--- src/sdm_pkg.sv ---
// Package for the special-use domain matcher: word table, word lengths,
// group masks and the step word passed from the top level to the label tracker.
// No dependencies.
package sdm_pkg;

    localparam int WORD_COUNT = 8;
    localparam int WORD_MAX   = 9;
    localparam int LEN_W      = 4;

    localparam logic [7:0] DOT_CHAR   = 8'h2E;
    localparam logic [7:0] UPPER_LO   = 8'h41;
    localparam logic [7:0] UPPER_HI   = 8'h5A;
    localparam logic [7:0] CASE_DELTA = 8'h20;

    // Word bit order: test, example, invalid, localhost, onion, com, net, org.
    localparam int BIT_EXAMPLE = 1;
    localparam logic [WORD_COUNT-1:0] RESERVED_TLD_BITS = 8'h1F;
    localparam logic [WORD_COUNT-1:0] EXAMPLE_TLD_BITS  = 8'hE0;

    localparam logic [LEN_W-1:0] LEN_MAX = 4'd15;

    localparam logic [0:WORD_MAX-1][7:0] WORD_TEXT [WORD_COUNT] = '{
        {"test",      40'h0},
        {"example",   16'h0},
        {"invalid",   16'h0},
        {"localhost"},
        {"onion",     32'h0},
        {"com",       48'h0},
        {"net",       48'h0},
        {"org",       48'h0}
    };

    localparam logic [LEN_W-1:0] WORD_LEN [WORD_COUNT] = '{
        4'd4, 4'd7, 4'd7, 4'd9, 4'd5, 4'd3, 4'd3, 4'd3
    };

    typedef struct packed {
        logic       valid;
        logic       last;
        logic [7:0] ch;
    } sdm_step_t;

    function automatic logic [7:0] fold_case(input logic [7:0] c);
        logic [7:0] r;
        r = c;
        if (c >= UPPER_LO && c <= UPPER_HI)
            r = c + CASE_DELTA;
        return r;
    endfunction

    function automatic logic [7:0] word_char(input int k, input logic [LEN_W-1:0] idx);
        logic [7:0] r;
        r = 8'h00;
        if (idx < LEN_W'(WORD_MAX))
            r = WORD_TEXT[k][idx];
        return r;
    endfunction

endpackage

--- src/special_domain_matcher_top.sv ---
// Top level of the special-use domain matcher: input register, label tracker
// and result register. Depends on sdm_pkg and sdm_label.
//
// Usage:
//   The input channel (in_valid/in_ready) carries one word per name byte:
//   name_byte and final_byte, with final_byte high on the last byte of a name.
//   The output channel (out_valid/out_ready) carries one word per name,
//   is_special, produced only for the last byte; other bytes produce nothing.
//   Throughput: one byte per cycle unless a final byte waits for the result
//   register, set by the combinational label tracker update between the input
//   register and the result register. A final byte passes the input register,
//   then the result register, which loads is_special once it is free.
//   Stall: while the result register holds an untaken word, non-final bytes
//   keep flowing; a final byte waits in the input register, and in_ready
//   drops only once that register is occupied and cannot advance.
//   Reset: clears the input and result valid flags and the label state
//   (empty label, every word still a candidate, no preceding example).
module special_domain_matcher_top (
    input  logic       clk,
    input  logic       rst_n,
    input  logic       in_valid,
    output logic       in_ready,
    input  logic [7:0] name_byte,
    input  logic       final_byte,
    output logic       out_valid,
    input  logic       out_ready,
    output logic       is_special
);

    logic       in_valid_reg;
    logic [7:0] byte_reg;
    logic       final_reg;
    logic       out_valid_reg;
    logic       special_reg;
    logic       out_free;
    logic       advance;
    logic       special;

    sdm_pkg::sdm_step_t step;

    // A byte advances unless it is final and the result slot is still full.
    assign out_free = !out_valid_reg || out_ready;
    assign advance  = in_valid_reg && (!final_reg || out_free);
    assign in_ready = !in_valid_reg || advance;

    assign step.valid = advance;
    assign step.last  = final_reg;
    assign step.ch    = byte_reg;

    sdm_label u_label (
        .clk     (clk),
        .rst_n   (rst_n),
        .step    (step),
        .special (special)
    );

    // Input register control.
    always_ff @(posedge clk or negedge rst_n)
    begin
        if (!rst_n)
            in_valid_reg <= 1'b0;
        else if (in_ready)
            in_valid_reg <= in_valid;
    end

    // Input payload: load on acceptance, hold otherwise.
    always_ff @(posedge clk)
    begin
        if (in_valid && in_ready)
        begin
            byte_reg  <= name_byte;
            final_reg <= final_byte;
        end
    end

    // Result register: load on a final byte, drop once taken.
    always_ff @(posedge clk or negedge rst_n)
    begin
        if (!rst_n)
            out_valid_reg <= 1'b0;
        else if (advance && final_reg)
            out_valid_reg <= 1'b1;
        else if (out_ready)
            out_valid_reg <= 1'b0;
    end

    always_ff @(posedge clk)
    begin
        if (advance && final_reg)
            special_reg <= special;
    end

    assign out_valid  = out_valid_reg;
    assign is_special = special_reg;

    a_result_from_final: assert property (@(posedge clk) disable iff (!rst_n)
        $rose(out_valid_reg) |-> $past(advance && final_reg))
        else $error("result word without a final byte");

    a_input_held: assert property (@(posedge clk) disable iff (!rst_n)
        in_valid_reg && !advance |=> in_valid_reg && $stable(byte_reg) && $stable(final_reg))
        else $error("stalled input word lost or changed");

    a_no_result_overwrite: assert property (@(posedge clk) disable iff (!rst_n)
        out_valid_reg && !out_ready |-> !(advance && final_reg))
        else $error("result word overwritten before taken");

endmodule

--- src/sdm_label.sv ---
// Label tracker: holds the per-label match state and judges the name on its
// last byte. Depends on sdm_pkg.
module sdm_label (
    input  logic              clk,
    input  logic              rst_n,
    input  sdm_pkg::sdm_step_t step,
    output logic              special
);

    logic [sdm_pkg::LEN_W-1:0]      len_reg, len_next, len_take;
    logic [sdm_pkg::WORD_COUNT-1:0] mask_reg, mask_next, mask_take, full;
    logic                           prev_reg, prev_next;
    logic [7:0]                     lc;
    logic                           is_dot;

    always_comb
    begin
        lc        = sdm_pkg::fold_case(step.ch);
        is_dot    = (step.ch == sdm_pkg::DOT_CHAR);
        mask_take = mask_reg;
        len_take  = len_reg;
        if (!is_dot)
        begin
            for (int k = 0; k < sdm_pkg::WORD_COUNT; k++)
            begin
                if (len_reg >= sdm_pkg::WORD_LEN[k] ||
                    sdm_pkg::word_char(k, len_reg) != lc)
                    mask_take[k] = 1'b0;
            end
            if (len_reg != sdm_pkg::LEN_MAX)
                len_take = len_reg + 1'b1;
        end
        for (int k = 0; k < sdm_pkg::WORD_COUNT; k++)
            full[k] = mask_take[k] && (len_take == sdm_pkg::WORD_LEN[k]);
        special = (|(full & sdm_pkg::RESERVED_TLD_BITS)) ||
                  (prev_reg && (|(full & sdm_pkg::EXAMPLE_TLD_BITS)));
    end

    // Clear after the last byte, open a new label at a dot, otherwise extend.
    always_comb
    begin
        len_next  = len_reg;
        mask_next = mask_reg;
        prev_next = prev_reg;
        if (step.valid)
        begin
            priority if (step.last)
            begin
                len_next  = '0;
                mask_next = '1;
                prev_next = 1'b0;
            end
            else if (is_dot)
            begin
                len_next  = '0;
                mask_next = '1;
                prev_next = full[sdm_pkg::BIT_EXAMPLE];
            end
            else
            begin
                len_next  = len_take;
                mask_next = mask_take;
            end
        end
    end

    always_ff @(posedge clk or negedge rst_n)
    begin
        if (!rst_n)
        begin
            len_reg  <= '0;
            mask_reg <= '1;
            prev_reg <= 1'b0;
        end
        else
        begin
            len_reg  <= len_next;
            mask_reg <= mask_next;
            prev_reg <= prev_next;
        end
    end

    a_clear_after_last: assert property (@(posedge clk) disable iff (!rst_n)
        step.valid && step.last |=> len_reg == '0 && mask_reg == '1 && !prev_reg)
        else $error("label state not cleared after last byte");

    a_empty_label_full_mask: assert property (@(posedge clk) disable iff (!rst_n)
        len_reg == '0 |-> mask_reg == '1)
        else $error("empty label with pruned candidates");

endmodule
--- config.mk ---
export PLATFORM = sky130hd
export DESIGN_NAME = special_domain_matcher_top
export DESIGN_NICKNAME = d
export VERILOG_FILES = /design/src/sdm_pkg.sv /design/src/special_domain_matcher_top.sv /design/src/sdm_label.sv
export SDC_FILE = /design/constraint.sdc
export NUM_CORES = 1
export LEC_CHECK = 0
export BUFFER_PORTS_ARGS = -buffer_cell sky130_fd_sc_hd__buf_2
export CELL_PAD_IN_SITES_DETAIL_PLACEMENT = 0
export CELL_PAD_IN_SITES_GLOBAL_PLACEMENT = 1
export CORE_MARGIN = 2
export CORE_UTILIZATION = 46
export CTS_CLUSTER_SIZE = 24
export DETAILED_ROUTE_END_ITERATION = 8
export PLACE_DENSITY_LB_ADDON = 0.1
export SLEW_MARGIN = 25
export SYNTH_ARGS = -nofsm -noshare
export SYNTH_HDL_FRONTEND = slang
export SYNTH_SLANG_ARGS = --single-unit
--- constraint.sdc ---
create_clock -name clk -period 3.06 [get_ports clk]
set_input_delay 0.612 -clock clk [delete_from_list [all_inputs] [get_ports clk]]
set_output_delay 0.612 -clock clk [all_outputs]
set_load 0.02 [all_outputs]
==> results.cfg <==
[status]
status = finished, final reports clean

[cts]
root_buffer = clkbuf_8
cts_tree = built
htree_levels = 1
postCtsSetupBuffers = 0
cts-resized-gates = 0
clock_path_buffers = 2
insertion_delay_ns = 0.28
clk_pin_slew_ns = 0.10
clock_sinks = 25
cts_hold_buffers = 0
cts_buffers = 3

[worst_setup_path]
cp_max_fo = 9
cp-start-kind = flip-flop
worst_path_max_delay_cell = a21oi_1
cp-end-kind = flip-flop
crit_path_frequent_cell = a21oi_1
path_cells = buf_4 > ha_1 > a21oi_1 > mux2i_1 > a22oi_1 > nand4_1 > nor3_1 > a221o_1 > a21oi_1 > o211ai_2
cp.arrival_ns = 2.92
critPathKind = flip-flop to flip-flop
cpPeakStageDelay_ns = 0.49
cp.required_ns = 3.10

[yosys]
yosys-top-cells-area = edfxtp_1 (13%), dfstp_2 (9.0%), dfrtp_1 (7.5%)
ys_warn_count = 0
synth_top_area_share = 0.128
synthArstFlopShare = 0.600
synth_area_mm2 = 0.00235
synthCells = 296
synth_edf_count = 10
synth-seq-cells = 25
yosys.area.top_type = edfxtp_1
yosysMostFrequentCell = nand2_1
seq_area_frac_synth = 0.292
yosys-top-cells-count = nand2_1 (38), nor2_1 (25), a21oi_1 (21)
synth_cell_type_count = 64
avgSynthCellArea_um2 = 7.93
synth_top_flop_cell = edfxtp_1
syn-num-nets = 319

[place]
io_buffers = 15
placed_area_mm2 = 0.00253
dpl.hpwl_um = 4720
place.gp.congestion = 0.900

[power_and_ir_drop]
swShare = 0.404
p_leak_nw = 1.03
internal-power_mw = 0.752
sequentialPowerShare = 0.337
clockPowerShare = 0.163
p_per_area_mw_per_mm2 = 489
irDropWorstVdd_mv = 0.340
combPwrFrac = 0.500
p_switching_mw = 0.510

[route]
drt-initial-drc-count = 220
vias = 2235
wl_um = 6490
wl_per_cell_um = 17.2
ant_nets = 0
drc = 0
viasPerCell = 5.91
drt_pass1_iterations = 4

[floorplan]
core_mm2 = 0.00501
die_x_um = 75.5
fp.dieH_um = 75.5
die_area_mm2 = 0.00569
start_util = 0.469
rows = 26
io_pins = 16

[global_route]
grtUsageTotal = 0.244
grt_pass1_vias = 1941
grt_max_degree = 26
antenna_found_initial = 0
grt-ovfl-total = 0
grt_pass1_wl_um = 10400

[timing]
max_freq_mhz = 347
min_period_ns = 2.88
slew_violations = 0
period_share = 0.942
finalHoldViolations = 0
worstMarginPinSlew_ns = 0.737
skew_ns = 0.0171
rsz0062_at_grt = false
whs_ns = 0.220
tns_ns = 0
slew_headroom = 0.504
setup_viol = 0

[layout]
fin_area_mm2 = 0.00258
drive_gt1_frac = 0.159
diodes = 0
areaGrowthSynthToFinish_pct = 9.91
nets = 332
fillers = 524

[job]
drv_cap = 0

[min_path]
min_path_type = primary input to asynchronous set/reset pin
[cell families after synthesis]
group / after synthesis / share of synthesized area
buffers and inverters: 32 / 0.0559
adder cells (fa/ha/maj): 10 / 0.0533
XOR/XNOR: 20 / 0.0746
flip-flops: 25 / 0.292
AO/OA/AOI/OAI: 82 / 0.238
multiplexers: 3 / 0.0133
AND/OR/NAND/NOR: 124 / 0.273
[worst max-delay path: cells and delay by family (launching register included)]
| family | cells | cell delay [ns] |
|---|---|---|
| and+or+nand+nor | 2 | 0.23 |
| AOI/OAI and AO/OA | 5 | 1.20 |
| DFF | 1 | 0.46 |
| buffers and inverters | 1 | 0.20 |
| adders and majority gates | 1 | 0.30 |
| muxes | 1 | 0.25 |
[layer usage]
metal,up-vias,part of all wire,track usage
met5,-,0,0
met3,4,0.044,0.0251
met4,0,0.0069,0.0448
li1,1103,-,-
met1,1053,0.50,0.369
met2,75,0.45,0.382
[final timing paths]
check	startpoint	end	slack [ns]	cells past startpoint
setup / recovery	u_label.len_reg[1]$_DFFE_PN0P_	is_special$_DFFE_PP_	0.18	10
hold / removal	rst_n	u_label.len_reg[3]$_DFFE_PN0P_	0.22	1
setup reg to reg	u_label.len_reg[1]$_DFFE_PN0P_	is_special$_DFFE_PP_	0.18	10
hold reg to reg	u_label.mask_reg[0]$_DFFE_PN1P_	u_label.mask_reg[0]$_DFFE_PN1P_	0.49	2
max in group asynchronous	rst_n	u_label.mask_reg[2]$_DFFE_PN1P_	2.52	1
min in group clk	u_label.mask_reg[0]$_DFFE_PN1P_	u_label.mask_reg[0]$_DFFE_PN1P_	0.49	2
[layout make-up]
type	instances	area, um2	area share
Clock buffer	3	41.3	0.0160
Clock inverter	1	6.26	0.00242
Inverter	9	33.8	0.0131
Multi-Input combinational cell	239	1530	0.593
Sequential cell	25	686	0.266
Tap cell	70	87.6	0.0339
Timing Repair Buffer	31	195	0.0756
[placed cells by master, fill, tap and decap left out, types with 4 or more instances in the layout]
cell      synthesis  routed
and2_1            5       5
dfrtp_1           7       7
nand2b_1          5       5
nand2_1          38      38
nand3_1           8       8
inv_1             9       9
o21ai_1           9       9
edfxtp_1         10      10
buf_2             2      15
o21a_1            4       4
nor2_1           25      25
dfstp_2           8       8
nor4b_1           5       5
ha_1             10      10
nand4_1           6       6
nor3_1            6       6
xnor2_1          15      15
a22oi_1           4       4
xor2_1            5       5
a21oi_1          21      21
buf_4             0      16
or2_1             4       4
o21ai_0           8       8
[power by group through the flow]
stage	Combinational (mW)	Clock, mW	Sequential (mW)
finish	0.631	0.205	0.426
global route	0.694	0.216	0.432
CTS	0.619	0.208	0.425
detailed placement	0.617	0	0.432
global placement	0.622	0	0.432
floorplan	0.466	0	0.426
[through the flow]
stage	total power [mW]	std cells	util	setup slack, ns
after floorplan	0.893	296	-	0.260
after global placement	1.05	374	0.506	0.284
after detailed placement	1.05	374	0.506	0.271
after CTS	1.25	378	0.515	0.246
after global routing	1.34	378	0.515	0.0333
final	1.26	378	0.515	0.176
Power figures use the tool's default switching activity.
